**config.mk**
```make
export PLATFORM = sky130hd
export DESIGN_NAME = centered_moving_average_flat
export DESIGN_NICKNAME = d
export VERILOG_FILES = /design/src/hw/rtl/cma_pkg.sv /design/src/hw/rtl/cma_in_if.sv /design/src/hw/rtl/cma_out_if.sv /design/src/hw/rtl/cma_ram.sv /design/src/hw/rtl/cma_queue.sv /design/src/hw/rtl/cma_front.sv /design/src/hw/rtl/cma_div.sv /design/src/hw/rtl/cma_back.sv /design/src/hw/rtl/centered_moving_average.sv /design/src/flat_wrapper.sv
export SDC_FILE = /design/constraint.sdc
export NUM_CORES = 1
export LEC_CHECK = 0
export BUFFER_PORTS_ARGS = -buffer_cell sky130_fd_sc_hd__buf_2
export CORE_MARGIN = 4
export CORE_UTILIZATION = 40
export CTS_CLUSTER_DIAMETER = 60
export DETAILED_ROUTE_END_ITERATION = 8
export HOLD_SLACK_MARGIN = 0.12
export PLACE_DENSITY_LB_ADDON = 0.15
export SLEW_MARGIN = 20
export SYNTH_ARGS = -nofsm -noshare
export SYNTH_HDL_FRONTEND = slang
export SYNTH_SLANG_ARGS = --single-unit
```
**constraint.sdc**
```tcl
create_clock -name clk -period 11.4 [get_ports clk]
set_input_delay 2.28 -clock clk [delete_from_list [all_inputs] [get_ports clk]]
set_output_delay 2.28 -clock clk [all_outputs]
set_load 0.01 [all_outputs]
```
**src/hw/rtl/cma_pkg.sv**
```systemverilog
// ----------------------------------------------------------------------------
// cma_pkg: shared constants and types of the centred moving average
// Default sizes, the span register's format and the back-end state type.
// ----------------------------------------------------------------------------
package cma_pkg;

	// Largest half-width of the averaging window.
	localparam int MAX_HALF = 15;
	// Width of one signed sample.
	localparam int SAMPLE_BITS = 16;
	// Width and reset value of the span register.
	localparam int SPAN_BITS = 5;
	localparam logic [SPAN_BITS-1:0] SPAN_RESET = 5'd5;
	// Number of jobs that the queue between front and back can hold.
	localparam int QUEUE_DEPTH = 2;

	typedef enum logic [2:0] {
		B_IDLE,
		B_START,
		B_READ,
		B_DRAIN,
		B_DIV,
		B_OUT
	} back_state_t;

endpackage

```
**src/hw/rtl/cma_in_if.sv**
```systemverilog
// ----------------------------------------------------------------------------
// cma_in_if: sample channel
// Valid/ready channel that carries one sample and its end-of-sequence flag.
// ----------------------------------------------------------------------------
interface cma_in_if #(
	parameter int SAMPLE_BITS = cma_pkg::SAMPLE_BITS
) ();
	logic                          valid;
	logic                          ready;
	logic signed [SAMPLE_BITS-1:0] sample;
	logic                          final_sample;

	modport source (output valid, output sample, output final_sample, input ready);
	modport sink (input valid, input sample, input final_sample, output ready);
endinterface

```
**src/hw/rtl/cma_out_if.sv**
```systemverilog
// ----------------------------------------------------------------------------
// cma_out_if: average channel
// Valid/ready channel that carries one window mean and its end-of-sequence flag.
// ----------------------------------------------------------------------------
interface cma_out_if #(
	parameter int SAMPLE_BITS = cma_pkg::SAMPLE_BITS
) ();
	logic                          valid;
	logic                          ready;
	logic signed [SAMPLE_BITS-1:0] average;
	logic                          final_average;

	modport source (output valid, output average, output final_average, input ready);
	modport sink (input valid, input average, input final_average, output ready);
endinterface

```
**src/hw/rtl/cma_ram.sv**
```systemverilog
// ----------------------------------------------------------------------------
// cma_ram: generic simple dual-port RAM
// One write port and one read port, with the read data registered.
// ----------------------------------------------------------------------------
module cma_ram #(
	parameter int WIDTH = 16,
	parameter int DEPTH = 64,
	localparam int ADDR_W = (DEPTH > 1) ? $clog2(DEPTH) : 1
) (
	input  logic              clk,
	input  logic              we,
	input  logic [ADDR_W-1:0] waddr,
	input  logic [WIDTH-1:0]  wdata,
	input  logic [ADDR_W-1:0] raddr,
	output logic [WIDTH-1:0]  rdata
);

	logic [WIDTH-1:0] mem_q [DEPTH];
	logic [WIDTH-1:0] rdata_q;

	always_ff @(posedge clk) begin
		if (we) begin
			mem_q[waddr] <= wdata;
		end
		rdata_q <= mem_q[raddr];
	end

	assign rdata = rdata_q;

endmodule

```
**src/hw/rtl/cma_queue.sv**
```systemverilog
// ----------------------------------------------------------------------------
// cma_queue: job queue between front and back
// A small register FIFO; push and pop may happen in the same cycle.
// ----------------------------------------------------------------------------
module cma_queue #(
	parameter int WIDTH = 8,
	parameter int DEPTH = cma_pkg::QUEUE_DEPTH,
	localparam int PTR_W = (DEPTH > 1) ? $clog2(DEPTH) : 1,
	localparam int CNT_W = $clog2(DEPTH + 1)
) (
	input  logic             clk,
	input  logic             arst_n,
	input  logic             push,
	input  logic [WIDTH-1:0] push_data,
	input  logic             pop,
	output logic [WIDTH-1:0] head,
	output logic             full,
	output logic             empty
);

	logic [WIDTH-1:0] entry_q [DEPTH];
	logic [PTR_W-1:0] wr_ptr_q;
	logic [PTR_W-1:0] rd_ptr_q;
	logic [CNT_W-1:0] count_q;
	logic             do_push;
	logic             do_pop;

	assign full    = (count_q == CNT_W'(DEPTH));
	assign empty   = (count_q == '0);
	assign do_push = push && !full;
	assign do_pop  = pop && !empty;
	assign head    = entry_q[rd_ptr_q];

	always_ff @(posedge clk) begin
		if (do_push) begin
			entry_q[wr_ptr_q] <= push_data;
		end
	end

	always_ff @(posedge clk or negedge arst_n) begin
		if (!arst_n) begin
			wr_ptr_q <= '0;
			rd_ptr_q <= '0;
			count_q  <= '0;
		end else begin
			if (do_push) begin
				wr_ptr_q <= (wr_ptr_q == PTR_W'(DEPTH - 1)) ? '0 : wr_ptr_q + 1'b1;
			end
			if (do_pop) begin
				rd_ptr_q <= (rd_ptr_q == PTR_W'(DEPTH - 1)) ? '0 : rd_ptr_q + 1'b1;
			end
			if (do_push && !do_pop) begin
				count_q <= count_q + 1'b1;
			end else if (do_pop && !do_push) begin
				count_q <= count_q - 1'b1;
			end
		end
	end

endmodule

```
**src/hw/rtl/cma_front.sv**
```systemverilog
// ----------------------------------------------------------------------------
// cma_front: sample intake and job classification
// Holds the span register, stores each sample in the history ring and works
// out how many averages the sample releases, then queues that as a job.
// ----------------------------------------------------------------------------
module cma_front #(
	parameter int MAX_HALF = cma_pkg::MAX_HALF,
	parameter int SAMPLE_BITS = cma_pkg::SAMPLE_BITS,
	localparam int CNT_W = $clog2(MAX_HALF + 2),
	localparam int HALF_W = (MAX_HALF > 1) ? $clog2(MAX_HALF + 1) : 1,
	localparam int RING_AW = $clog2(2 * MAX_HALF + 2 + cma_pkg::QUEUE_DEPTH),
	localparam int JOB_W = RING_AW + 3 * CNT_W + HALF_W + 1
) (
	input  logic                             clk,
	input  logic                             arst_n,
	input  logic                             span_we,
	input  logic [cma_pkg::SPAN_BITS-1:0]    span_wdata,
	cma_in_if.sink                           samples,
	input  logic                             q_full,
	output logic                             q_push,
	output logic [JOB_W-1:0]                 job,
	output logic                             ram_we,
	output logic [RING_AW-1:0]               ram_waddr,
	output logic [SAMPLE_BITS-1:0]           ram_wdata
);

	localparam int HCW = (HALF_W > 4) ? HALF_W : 4;

	typedef struct packed {
		logic [RING_AW-1:0] ptr;
		logic [CNT_W-1:0]   pend;
		logic [CNT_W-1:0]   recv;
		logic [CNT_W-1:0]   count;
		logic [HALF_W-1:0]  half;
		logic               last;
	} job_t;

	logic [cma_pkg::SPAN_BITS-1:0] span_q;
	logic [RING_AW-1:0]            wr_ptr_q;
	logic [CNT_W-1:0]              pend_q;
	logic [CNT_W-1:0]              recv_q;

	logic                          accept;
	logic [cma_pkg::SPAN_BITS-1:0] span_m1;
	logic [HCW-1:0]                half_wide;
	logic [HALF_W-1:0]             half;
	logic [CNT_W-1:0]              half_c;
	logic [CNT_W-1:0]              pend_inc;
	logic [CNT_W-1:0]              release_n;
	logic [CNT_W:0]                recv_sum;
	logic [CNT_W-1:0]              recv_next;
	job_t                          job_s;

	assign accept = samples.valid && samples.ready;
	assign samples.ready = !q_full;

	// An even span acts as one less; span zero acts as span one.
	assign span_m1   = span_q - 1'b1;
	assign half_wide = (span_q == '0) ? '0 : HCW'(span_m1[cma_pkg::SPAN_BITS-1:1]);
	assign half      = (half_wide > HCW'(MAX_HALF)) ? HALF_W'(MAX_HALF) : HALF_W'(half_wide);
	assign half_c    = CNT_W'(half);

	always_comb begin
		pend_inc = (pend_q < CNT_W'(MAX_HALF + 1)) ? pend_q + 1'b1 : pend_q;
		if (samples.final_sample) begin
			release_n = pend_inc;
		end else if (pend_inc > half_c) begin
			release_n = pend_inc - half_c;
		end else begin
			release_n = '0;
		end
		recv_sum  = (CNT_W + 1)'(recv_q) + (CNT_W + 1)'(release_n);
		recv_next = (recv_sum > (CNT_W + 1)'(MAX_HALF)) ? CNT_W'(MAX_HALF) : recv_sum[CNT_W-1:0];
	end

	// Every sample queues a job, even one that releases nothing, so that the
	// write pointer can never run further ahead of the back end than the queue.
	always_comb begin
		job_s.ptr   = wr_ptr_q;
		job_s.pend  = pend_inc;
		job_s.recv  = recv_q;
		job_s.count = release_n;
		job_s.half  = half;
		job_s.last  = samples.final_sample;
	end

	assign job       = job_s;
	assign q_push    = accept;
	assign ram_we    = accept;
	assign ram_waddr = wr_ptr_q;
	assign ram_wdata = samples.sample;

	always_ff @(posedge clk or negedge arst_n) begin
		if (!arst_n) begin
			span_q   <= cma_pkg::SPAN_RESET;
			wr_ptr_q <= '0;
			pend_q   <= '0;
			recv_q   <= '0;
		end else begin
			if (span_we) begin
				span_q <= span_wdata;
			end
			if (accept) begin
				wr_ptr_q <= wr_ptr_q + 1'b1;
				if (samples.final_sample) begin
					pend_q <= '0;
					recv_q <= '0;
				end else begin
					pend_q <= pend_inc - release_n;
					recv_q <= recv_next;
				end
			end
		end
	end

endmodule

```
**src/hw/rtl/cma_div.sv**
```systemverilog
// ----------------------------------------------------------------------------
// cma_div: signed by unsigned restoring divider
// Divides a signed window sum by the window length, one quotient bit per
// cycle, and truncates the quotient toward zero.
// ----------------------------------------------------------------------------
module cma_div #(
	parameter int SUM_W = 21,
	parameter int DIV_W = 5,
	parameter int SAMPLE_BITS = cma_pkg::SAMPLE_BITS
) (
	input  logic                   clk,
	input  logic                   arst_n,
	input  logic                   start,
	input  logic [SUM_W-1:0]       dividend,
	input  logic [DIV_W-1:0]       divisor,
	output logic                   done,
	output logic [SAMPLE_BITS-1:0] quotient
);

	localparam int CW = $clog2(SUM_W + 1);

	logic                   busy_q;
	logic                   done_q;
	logic [CW-1:0]          cnt_q;
	logic                   neg_q;
	logic [SUM_W-1:0]       quo_q;
	logic [DIV_W-1:0]       rem_q;
	logic [DIV_W-1:0]       den_q;

	logic [SUM_W-1:0]       magnitude;
	logic [DIV_W:0]         trial;
	logic [DIV_W:0]         diff;
	logic                   fits;
	logic [SAMPLE_BITS-1:0] quo_mag;

	assign magnitude = dividend[SUM_W-1] ? (~dividend + 1'b1) : dividend;
	assign trial     = {rem_q, quo_q[SUM_W-1]};
	assign diff      = trial - {1'b0, den_q};
	assign fits      = (trial >= {1'b0, den_q});
	assign quo_mag   = quo_q[SAMPLE_BITS-1:0];
	assign quotient  = neg_q ? (~quo_mag + 1'b1) : quo_mag;
	assign done      = done_q;

	always_ff @(posedge clk) begin
		if (start) begin
			neg_q <= dividend[SUM_W-1];
			quo_q <= magnitude;
			rem_q <= '0;
			den_q <= divisor;
		end else if (busy_q) begin
			quo_q <= {quo_q[SUM_W-2:0], fits};
			rem_q <= fits ? diff[DIV_W-1:0] : trial[DIV_W-1:0];
		end
	end

	always_ff @(posedge clk or negedge arst_n) begin
		if (!arst_n) begin
			busy_q <= 1'b0;
			done_q <= 1'b0;
			cnt_q  <= '0;
		end else begin
			done_q <= busy_q && (cnt_q == CW'(1));
			if (start) begin
				busy_q <= 1'b1;
				cnt_q  <= CW'(SUM_W);
			end else if (busy_q) begin
				cnt_q <= cnt_q - 1'b1;
				if (cnt_q == CW'(1)) begin
					busy_q <= 1'b0;
				end
			end
		end
	end

endmodule

```
**src/hw/rtl/cma_back.sv**
```systemverilog
// ----------------------------------------------------------------------------
// cma_back: window summation and averaging
// Takes jobs from the queue and, for each average a job releases, reads the
// window from the history ring, sums it, divides it and presents the result.
// ----------------------------------------------------------------------------
module cma_back #(
	parameter int MAX_HALF = cma_pkg::MAX_HALF,
	parameter int SAMPLE_BITS = cma_pkg::SAMPLE_BITS,
	localparam int CNT_W = $clog2(MAX_HALF + 2),
	localparam int HALF_W = (MAX_HALF > 1) ? $clog2(MAX_HALF + 1) : 1,
	localparam int RING_AW = $clog2(2 * MAX_HALF + 2 + cma_pkg::QUEUE_DEPTH),
	localparam int JOB_W = RING_AW + 3 * CNT_W + HALF_W + 1
) (
	input  logic                   clk,
	input  logic                   arst_n,
	input  logic                   q_empty,
	input  logic [JOB_W-1:0]       q_head,
	output logic                   q_pop,
	output logic [RING_AW-1:0]     ram_raddr,
	input  logic [SAMPLE_BITS-1:0] ram_rdata,
	cma_out_if.source              averages
);

	localparam int OFF_W = $clog2(2 * MAX_HALF + 1);
	localparam int DIV_W = $clog2(2 * MAX_HALF + 2);
	localparam int SUM_W = SAMPLE_BITS + OFF_W;

	typedef struct packed {
		logic [RING_AW-1:0] ptr;
		logic [CNT_W-1:0]   pend;
		logic [CNT_W-1:0]   recv;
		logic [CNT_W-1:0]   count;
		logic [HALF_W-1:0]  half;
		logic               last;
	} job_t;

	cma_pkg::back_state_t state_q;
	cma_pkg::back_state_t state_d;

	job_t                   head;
	logic [RING_AW-1:0]     ptr_q;
	logic [HALF_W-1:0]      half_q;
	logic                   last_q;
	logic [CNT_W-1:0]       left_q;
	logic [CNT_W-1:0]       pend_q;
	logic [CNT_W-1:0]       recv_q;
	logic [OFF_W-1:0]       off_q;
	logic [OFF_W-1:0]       rd_cnt_q;
	logic [DIV_W-1:0]       den_q;
	logic signed [SUM_W-1:0] acc_q;
	logic                   rd_valid_s1;
	logic                   out_valid_q;
	logic [SAMPLE_BITS-1:0] average_q;
	logic                   final_q;

	logic                   load_job;
	logic                   setup;
	logic                   rd_issue;
	logic                   div_start;
	logic                   out_load;
	logic                   div_done;
	logic [SAMPLE_BITS-1:0] div_quotient;

	logic [CNT_W-1:0]       half_c;
	logic [CNT_W-1:0]       pend_m1;
	logic [CNT_W-1:0]       d_recv;
	logic [CNT_W-1:0]       d;
	logic signed [SUM_W-1:0] rd_ext;
	logic signed [SUM_W-1:0] sum_next;

	assign head = q_head;

	// Half-width of the window for the oldest pending average. After the last
	// sample of a sequence it also shrinks towards the end of the sequence.
	assign half_c  = CNT_W'(half_q);
	assign pend_m1 = pend_q - 1'b1;
	assign d_recv  = (recv_q < half_c) ? recv_q : half_c;
	assign d       = (last_q && (pend_m1 < d_recv)) ? pend_m1 : d_recv;

	assign rd_ext   = SUM_W'(signed'(ram_rdata));
	assign sum_next = rd_valid_s1 ? acc_q + rd_ext : acc_q;
	assign ram_raddr = ptr_q - RING_AW'(off_q);

	always_ff @(posedge clk or negedge arst_n) begin
		if (!arst_n) begin
			state_q <= cma_pkg::B_IDLE;
		end else begin
			state_q <= state_d;
		end
	end

	always_comb begin
		state_d   = state_q;
		q_pop     = 1'b0;
		load_job  = 1'b0;
		setup     = 1'b0;
		rd_issue  = 1'b0;
		div_start = 1'b0;
		out_load  = 1'b0;
		unique case (state_q)
			cma_pkg::B_IDLE: begin
				if (!q_empty) begin
					q_pop    = 1'b1;
					load_job = 1'b1;
					state_d  = (head.count == '0) ? cma_pkg::B_IDLE : cma_pkg::B_START;
				end
			end
			cma_pkg::B_START: begin
				setup   = 1'b1;
				state_d = cma_pkg::B_READ;
			end
			cma_pkg::B_READ: begin
				rd_issue = 1'b1;
				if (rd_cnt_q == '0) begin
					state_d = cma_pkg::B_DRAIN;
				end
			end
			cma_pkg::B_DRAIN: begin
				div_start = 1'b1;
				state_d   = cma_pkg::B_DIV;
			end
			cma_pkg::B_DIV: begin
				if (div_done) begin
					state_d = cma_pkg::B_OUT;
				end
			end
			cma_pkg::B_OUT: begin
				if (!out_valid_q || averages.ready) begin
					out_load = 1'b1;
					state_d  = (left_q == CNT_W'(1)) ? cma_pkg::B_IDLE : cma_pkg::B_START;
				end
			end
			default: begin
				state_d = cma_pkg::B_IDLE;
			end
		endcase
	end

	always_ff @(posedge clk) begin
		if (load_job) begin
			ptr_q  <= head.ptr;
			half_q <= head.half;
			last_q <= head.last;
			left_q <= head.count;
			pend_q <= head.pend;
			recv_q <= head.recv;
		end
		if (setup) begin
			// Reads run from the oldest sample of the window to the newest.
			off_q    <= OFF_W'(pend_m1) + OFF_W'(d);
			rd_cnt_q <= OFF_W'(d) << 1;
			den_q    <= (DIV_W'(d) << 1) + DIV_W'(1);
			acc_q    <= '0;
		end else begin
			acc_q <= sum_next;
		end
		if (rd_issue) begin
			off_q    <= off_q - 1'b1;
			rd_cnt_q <= rd_cnt_q - 1'b1;
		end
		if (out_load) begin
			average_q <= div_quotient;
			final_q   <= last_q && (left_q == CNT_W'(1));
			left_q    <= left_q - 1'b1;
			pend_q    <= pend_m1;
			recv_q    <= (recv_q < CNT_W'(MAX_HALF)) ? recv_q + 1'b1 : recv_q;
		end
	end

	always_ff @(posedge clk or negedge arst_n) begin
		if (!arst_n) begin
			rd_valid_s1 <= 1'b0;
			out_valid_q <= 1'b0;
		end else begin
			rd_valid_s1 <= rd_issue;
			if (out_load) begin
				out_valid_q <= 1'b1;
			end else if (averages.ready) begin
				out_valid_q <= 1'b0;
			end
		end
	end

	assign averages.valid         = out_valid_q;
	assign averages.average       = average_q;
	assign averages.final_average = final_q;

	cma_div #(
		.SUM_W       (SUM_W),
		.DIV_W       (DIV_W),
		.SAMPLE_BITS (SAMPLE_BITS)
	) u_div (
		.clk      (clk),
		.arst_n   (arst_n),
		.start    (div_start),
		.dividend (sum_next),
		.divisor  (den_q),
		.done     (div_done),
		.quotient (div_quotient)
	);

endmodule

```
**src/hw/rtl/centered_moving_average.sv**
```systemverilog
// ----------------------------------------------------------------------------
// centered_moving_average: streaming centred moving average
// Each average is the truncated mean of the samples from d before to d after
// its own, with d shrinking towards either end of a sequence.
// An input sample is accepted whenever the job queue has room.
// Each average takes 2d+1 history reads through the one-read-per-cycle history
// port and then a pass through the bit-serial divider.
// Reset clears the sequence counters, the queue and the output; span returns to 5.
// ----------------------------------------------------------------------------
module centered_moving_average #(
	parameter int MAX_HALF = cma_pkg::MAX_HALF,
	parameter int SAMPLE_BITS = cma_pkg::SAMPLE_BITS
) (
	input  logic                          clk,
	input  logic                          arst_n,
	input  logic                          span_we,
	input  logic [cma_pkg::SPAN_BITS-1:0] span_wdata,
	cma_in_if.sink                        samples,
	cma_out_if.source                     averages
);

	localparam int CNT_W = $clog2(MAX_HALF + 2);
	localparam int HALF_W = (MAX_HALF > 1) ? $clog2(MAX_HALF + 1) : 1;
	localparam int RING_AW = $clog2(2 * MAX_HALF + 2 + cma_pkg::QUEUE_DEPTH);
	localparam int JOB_W = RING_AW + 3 * CNT_W + HALF_W + 1;

	logic                   q_push;
	logic                   q_pop;
	logic                   q_full;
	logic                   q_empty;
	logic [JOB_W-1:0]       job;
	logic [JOB_W-1:0]       q_head;
	logic                   ram_we;
	logic [RING_AW-1:0]     ram_waddr;
	logic [SAMPLE_BITS-1:0] ram_wdata;
	logic [RING_AW-1:0]     ram_raddr;
	logic [SAMPLE_BITS-1:0] ram_rdata;

	cma_front #(
		.MAX_HALF    (MAX_HALF),
		.SAMPLE_BITS (SAMPLE_BITS)
	) u_front (
		.clk        (clk),
		.arst_n     (arst_n),
		.span_we    (span_we),
		.span_wdata (span_wdata),
		.samples    (samples),
		.q_full     (q_full),
		.q_push     (q_push),
		.job        (job),
		.ram_we     (ram_we),
		.ram_waddr  (ram_waddr),
		.ram_wdata  (ram_wdata)
	);

	cma_queue #(
		.WIDTH (JOB_W),
		.DEPTH (cma_pkg::QUEUE_DEPTH)
	) u_queue (
		.clk       (clk),
		.arst_n    (arst_n),
		.push      (q_push),
		.push_data (job),
		.pop       (q_pop),
		.head      (q_head),
		.full      (q_full),
		.empty     (q_empty)
	);

	// The ring is sized so that samples queued ahead never overwrite a window
	// that the back end is still reading.
	cma_ram #(
		.WIDTH (SAMPLE_BITS),
		.DEPTH (2 ** RING_AW)
	) u_history (
		.clk   (clk),
		.we    (ram_we),
		.waddr (ram_waddr),
		.wdata (ram_wdata),
		.raddr (ram_raddr),
		.rdata (ram_rdata)
	);

	cma_back #(
		.MAX_HALF    (MAX_HALF),
		.SAMPLE_BITS (SAMPLE_BITS)
	) u_back (
		.clk       (clk),
		.arst_n    (arst_n),
		.q_empty   (q_empty),
		.q_head    (q_head),
		.q_pop     (q_pop),
		.ram_raddr (ram_raddr),
		.ram_rdata (ram_rdata),
		.averages  (averages)
	);

endmodule
```
**src/flat_wrapper.sv**
```systemverilog
// flat-port wrapper written by rule: the top's interface ports become plain ports
module centered_moving_average_flat 
#(
	parameter int MAX_HALF = cma_pkg::MAX_HALF,
	parameter int SAMPLE_BITS = cma_pkg::SAMPLE_BITS
)
  (clk, arst_n, span_we, span_wdata, samples_valid, samples_sample, samples_final_sample, samples_ready, averages_valid, averages_average, averages_final_average, averages_ready);
  cma_in_if #(.SAMPLE_BITS(SAMPLE_BITS)) samples_i ();
  cma_out_if #(.SAMPLE_BITS(SAMPLE_BITS)) averages_i ();
  input  logic clk;
  input  logic arst_n;
  input  logic span_we;
  input  logic [cma_pkg::SPAN_BITS-1:0] span_wdata;
  input wire logic [$bits(samples_i.valid)-1:0] samples_valid;
  input wire logic [$bits(samples_i.sample)-1:0] samples_sample;
  input wire logic [$bits(samples_i.final_sample)-1:0] samples_final_sample;
  output wire logic [$bits(samples_i.ready)-1:0] samples_ready;
  output wire logic [$bits(averages_i.valid)-1:0] averages_valid;
  output wire logic [$bits(averages_i.average)-1:0] averages_average;
  output wire logic [$bits(averages_i.final_average)-1:0] averages_final_average;
  input wire logic [$bits(averages_i.ready)-1:0] averages_ready;
  assign samples_i.valid = samples_valid;
  assign samples_i.sample = samples_sample;
  assign samples_i.final_sample = samples_final_sample;
  assign samples_ready = samples_i.ready;
  assign averages_valid = averages_i.valid;
  assign averages_average = averages_i.average;
  assign averages_final_average = averages_i.final_average;
  assign averages_i.ready = averages_ready;
  centered_moving_average #(.MAX_HALF(MAX_HALF), .SAMPLE_BITS(SAMPLE_BITS)) u_core (.clk(clk), .arst_n(arst_n), .span_we(span_we), .span_wdata(span_wdata), .samples(samples_i), .averages(averages_i));
endmodule
```
# == After elaboration in Yosys (flattened, before gate mapping) ==
# Memories as Yosys holds them, arrays and structs flattened. A register that Yosys moved wholly into a read port is not among the register bits.
# Cells that the tools add are included.
# Widths: inputs -> output; s select.
# word_totals
register_bits,148
ram_bits,1076
out_inout_bits,19
input_bits,27
memories,2
# op_classes
eq_ne,13
muxes,56
bitwise_logic,2
reduce_logical,26
n_lt_le_gt_ge,8
add_sub_neg,23
# mem_list
name,words,word_bits,rd,rd_clocked_by_memory_dff,wr,line,text
u_core.u_history.mem_q,64,16,1,1,1,cma_ram.sv:18,logic [WIDTH-1:0] mem_q [DEPTH];
u_core.u_queue.entry_q,2,26,1,0,1,cma_queue.sv:21,logic [WIDTH-1:0] entry_q [DEPTH];
# ops
operator,n
$mux 5,22
$mux 21,4
$sub 5x1->5 const B,6
$add 21x1->21 const B,1
$add 21x16->21,1
$not 21->21,1
$mux 1,20
$pmux 3 s6,1
$add 16x1->16 const B,1
$mux 16,1
$not 16->16,1
$add 5x1->5 const B,3
$logic_not 5->1,3
$mux 3,4
$eq 5x1->1 const B,2
$reduce_bool 2->1,5
$sub 5x5->5,2
$logic_and 1x1->1,8
$mux 4,2
$add 5x5->6,1
$add 6x1->6 const B,1
$eq 3x2->1 const B,2
$eq 3x3->1 const B,2
$ge 6x5->1,1
other kinds (24),33

# == Longest topological paths before layout ==
# depth
depth_word,11
mapped_depth,24
mapped_depth_nobuf,24

# == By module ==
# From an unflattened synthesis, not the netlist that was laid out.
# hier_totals
cells_unflattened,2927
hier_area_um2,51794.7
# by_module_without_submodules
module,seq_area_each_um2,area_per_inst_um2,cells_per_inst,instances
cma_ram,31069.8,40042.2,1829,1
cma_back,2257.2,5163.7,511,1
cma_div,1086.0,2685.1,296,1
cma_queue,1661.6,2173.3,100,1
cma_front,528.0,1730.4,191,1

# == Worst setup path after synthesis ==
# Ideal clock, no wire load.
# synth_timing
path_type,input to register
startpoint,input port samples_final_sample
endpoint,register u_core.u_front.recv_q[2]
stages,13
t_arrival_ns,4.885
setup_time_ns,0.121
n_path_buf,2
required_time_ns,11.279
path_slack_ns,6.394
cell_sequence,clkbuf_1 > clkbuf_1 > o31ai_1 > ha_1 > inv_1 > fa_1 > nor2b_1 > o21ai_0 > a2111oi_0 > a21oi_1 > nor3_1 > o21ai_0 > a22o_1
# synth_via
elab_chain_len,5
# synth_rtl
item,line,text
start: declaration,flat_wrapper.sv:16,input wire logic [$bits(samples_i.final_sample)-1:0] samples_final_sample;
$mux 5 (*),cma_front.sv:65,if (samples.final_sample) begin
via u_core.job[5],centered_moving_average.sv:31,logic [JOB_W-1:0] job;
$add 5x5->6 (*),cma_front.sv:72,recv_sum = (CNT_W + 1)'(recv_q) + (CNT_W + 1)'(release_n);
$gt 6x4->1,cma_front.sv:73,recv_next = (recv_sum > (CNT_W + 1)'(MAX_HALF)) ? CNT_W'(MAX_HALF) : recv_sum[CNT_W-1:0];
$mux 5 (*),cma_front.sv:73,
$mux 5 (*),cma_front.sv:105,if (samples.final_sample) begin
end signal: assignment,cma_front.sv:110,recv_q <= recv_next;
end: declaration,cma_front.sv:41,logic [CNT_W-1:0] recv_q;
# Mark *: on every way through the listed nets, which the timed path passes. The rest lies on a longest branch.
# A chain may end at the register's enable or synchronous reset.

# == Worst setup path after layout ==
# layout_timing
startpoint,register u_core.u_front.span_q[0] (netlist bit)
endpoint,register u_core.u_front.recv_q[2]
# layout_via
elab_chain_len,11
word_cells_on_any_way,13
# layout_rtl
item,line,text
start: declaration,cma_front.sv:38,logic [cma_pkg::SPAN_BITS-1:0] span_q;
start signal: assignment,cma_front.sv:95,span_q <= cma_pkg::SPAN_RESET;
start signal: assignment,cma_front.sv:101,span_q <= span_wdata;
$sub 5x1->5 or $logic_not 5->1 (tied branches),"cma_front.sv:58, cma_front.sv:59",
$mux 4 (*),cma_front.sv:59,assign half_wide = (span_q == '0) ? '0 : HCW'(span_m1[cma_pkg::SPAN_BITS-1:1]);
$gt 4x4->1,cma_front.sv:60,assign half = (half_wide > HCW'(MAX_HALF)) ? HALF_W'(MAX_HALF) : HALF_W'(half_wide);
$mux 4 (*),cma_front.sv:60,
$sub 5x4->5 or $gt 5x4->1 (tied branches),"cma_front.sv:68, cma_front.sv:67",
$mux 5 (*),cma_front.sv:67,end else if (pend_inc > half_c) begin
$mux 5 (*),cma_front.sv:65,
via u_core.job[5],centered_moving_average.sv:31,
$add 5x5->6 (*),cma_front.sv:72,
$gt 6x4->1,cma_front.sv:73,
$mux 5 (*),cma_front.sv:73,
$mux 5 (*),cma_front.sv:105,
# Marks and branches as above.

==> metrics.yaml <==
postCtsSetupBuffers: 0
ys_warn_count: 0
arrival_ns: 5.62
synth_nets: 2681
cp_max_fo: 6
crit_type: "flip-flop to flip-flop"
viasPerCell: 5.50
clk_path_buf_depth: 3
cts.clk_slew.worst_paths_ns: 0.06
antenna_found_initial: 10
grt_overflow_total: 0
hpwl_um: 70600
wl_per_cell_um: 26.6
post_cts_resize_count: 0
worstHoldStart: "u_core.u_back.den_q[4]$_DFFE_PP_"
clock-skew-final_ns: 0.0244
place_ws_ns: 5.95
htree_levels: 4
pin_count: 46
syn_area_per_cell_um2: 19.6
finalSetupViolCount: 0
synth_cells: 2577
timing.rr.start: "u_core.u_front.span_q[0]$_DFFE_PN1P_"
port_buffers: 45
die_h_um: 363
post-route-period-util_pct: 44.0
cts.sinks: 1238
finalNetCount: 2835
synth_simple_gate_area_share_pct: 3.59
synth_edf_count: 1159
clk_latency_ns: 0.73
status: "complete, no violations"
ys_async_sr_fraction_pct: 2.99
cts_tree: "yes"
cp-start-kind: "flip-flop"
tightest_slew_ns: 1.09
coreArea_um2: 125000
syn2layout_area_growth_pct: 14.4
routed_wl_um: 120000
yosys-top-cells-count: "edfxtp_1, mux4_2, nor2_1, nand2_1, clkbuf_1"
cts_root_buf: "clkbuf_16"
yosys.area_share.xor_xnor_pct: 1.52
worstHoldPathType: "flip-flop to flip-flop"
synth_ff_type: "edfxtp_1"
synthAdderAreaFrac_pct: 2.01
end_kind: "flip-flop"
maxCapViolCount: 0
place_congestion: 0.799
cts_hold_buf: 0
max_freq_ghz: 0.199
synthesis.area_um2: 50500
worst_slack_ns: 6.38
cts-buffers-inserted: 139
grt_pass1_vias: 25900
grt_pass1_wl_um: 176000
yosys_register_bits: 1238
vias: 24700
grt_setup_unrepaired: "false"
synth_top_area_share_pct: 69.0
synth.most_common_cell: "edfxtp_1"
synth_top_family_by_area: "multiplexers"
drive_gt1_share_pct: 26.9
die_area_um2: 132000
drtIter0Drc: 2243
synth.area.mux_share_pct: 15.9
yosysSeqAreaShare_pct: 72.5
min_period_ns: 5.02
slew_violations: 0
die_w_um: 363
yosysTopAreaCell: "edfxtp_1"
synthTopCellsByArea: "edfxtp_1, mux4_2, dfrtp_1, ha_1, dfxtp_1"
ant_nets: 0
synth_compound_area_share_pct: 3.00
rows: 130
hold_viol: 0
drc: 0
fin_setup_tns_ns: 0
crit_start: "u_core.u_front.span_q[0]$_DFFE_PN1P_"
slew_headroom_pct: 27.5
cp.required_ns: 12.01
gr-usage-all-layers_pct: 18.3
ys_types: 85
grt_max_degree: 151
firstDrtPassIters: 5
initial_core_util_pct: 40.2
==> sequential cells by signal, summed over array words and instances (netlist names), 2 cells and up <==
register / cells
u_core.u_front.ram_waddr: 6
u_core.u_back.averages.average: 16
u_core.u_front.pend_q: 5
u_core.u_back.acc_q: 21
u_core.u_back.half_q: 4
u_core.u_back.rd_cnt_q: 5
u_core.u_back.u_div.quo_q: 21
u_core.u_back.ptr_q: 6
u_core.u_back.u_div.rem_q: 5
u_core.u_back.pend_q: 5
u_core.u_back.den_q: 4
u_core.u_queue.count_q: 2
u_core.u_history.mem_q: 1024
u_core.u_back.off_q: 5
u_core.u_back.u_div.cnt_q: 5
u_core.u_front.span_q: 5
u_core.u_back.left_q: 5
u_core.u_front.recv_q: 5
u_core.u_history.rdata: 16
u_core.u_back.recv_q: 5
u_core.u_back.u_div.den_q: 4
u_core.u_back.state_q: 3
u_core.u_queue.entry_q: 52
==> kinds of logic (layout without fill, tap and decap cells) <==
family	count (synthesis)	in the layout
flip-flops	1238	1238
AND/OR/NAND/NOR	377	377
AO/OA/AOI/OAI	232	232
XOR/XNOR	87	87
buffers and inverters	185	453
adder cells (fa/ha/maj)	77	77
other	1	2
multiplexers	380	380
==> cells in the final DEF, fill, tap and decap left out, drive strengths merged, types with 8 or more instances in the layout <==
cell,count
a211oi,15
a21o,23
a21oi,60
a31oi,16
and3,10
buf,136
bufinv,13
clkbuf,168
clkinv,55
clkinvlp,8
dfrtp,35
dfxtp,42
edfxtp,1159
ha,70
inv,73
mux2,16
mux2i,28
mux4,336
nand2,103
nand2b,12
nand3,21
nor2,127
nor2b,26
nor3,23
o21ai,69
o31ai,11
or3,8
xnor2,51
xor2,36
==> layer usage <==
layer | track usage, % | part of all wire (%)
met1 | 25.0 | 43
met2 | 29.7 | 48
met3 | 4.43 | 6.5
met4 | 5.01 | 2.4
met5 | 0 | 0
==> per-stage QoR <==
stage / instance area [µm²] / instances / hold WS, ns / util (%)
6_report: 57700 / 4496 / 0.421 / 46.0
5_1_grt: 57700 / 4495 / 0.435 / 46.0
3_5_place_dp: 53100 / 4239 / 0.406 / 42.3
2_1_floorplan: 50500 / 2577 / 0.400 / -
3_3_place_gp: 53100 / 4239 / 0.407 / 42.3
4_1_cts: 57700 / 4494 / 0.420 / 46.0
==> layout make-up <==
type                            count  area [µm²]
Timing Repair Buffer              136         956
Tap cell                         1650        2060
Multi-Input combinational cell   1154       13300
Clock inverter                     87         902
Inverter                           62         233
Fill cell                       10500       67700
Antenna cell                        1        2.50
Sequential cell                  1238       36600
Clock buffer                      168        3700
==> worst paths after layout <==
path	to	slack [ns]	depth (start not counted)
setup / recovery	u_core.u_front.recv_q[2]$_DFFE_PN0P_	6.38	23
hold / removal	u_core.u_back.u_div.den_q[4]$_DFFE_PP_	0.42	0
setup reg to reg	u_core.u_front.recv_q[2]$_DFFE_PN0P_	6.38	23
hold reg to reg	u_core.u_back.u_div.den_q[4]$_DFFE_PP_	0.42	0
max in group asynchronous	u_core.u_front.ram_waddr[3]$_DFFE_PN0P_	9.41	1
min in group asynchronous	u_core.u_front.span_q[4]$_DFFE_PN0P_	1.56	1
==> worst max-delay path, stage by stage (launching register included) <==
cell       delay (ns)
dfstp_2          0.53
inv_1            0.06
ha_1             0.21
nor2b_1          0.16
a21oi_1          0.15
mux2i_1          0.11
ha_1             0.30
nor2b_1          0.12
o21ai_0          0.08
nand2b_1         0.12
a21oi_1          0.08
a41oi_1          0.17
nor2_1           0.13
o31ai_1          0.46
ha_1             0.27
inv_1            0.06
fa_1             0.40
nor2b_1          0.15
o21ai_0          0.13
a2111oi_0        0.46
a21oi_1          0.10
nor3_1           0.29
o21ai_0          0.15
a22o_1           0.23
Power is not shown: default switching activity piles up to over one toggle a cycle in this logic, so the estimate is an artifact.
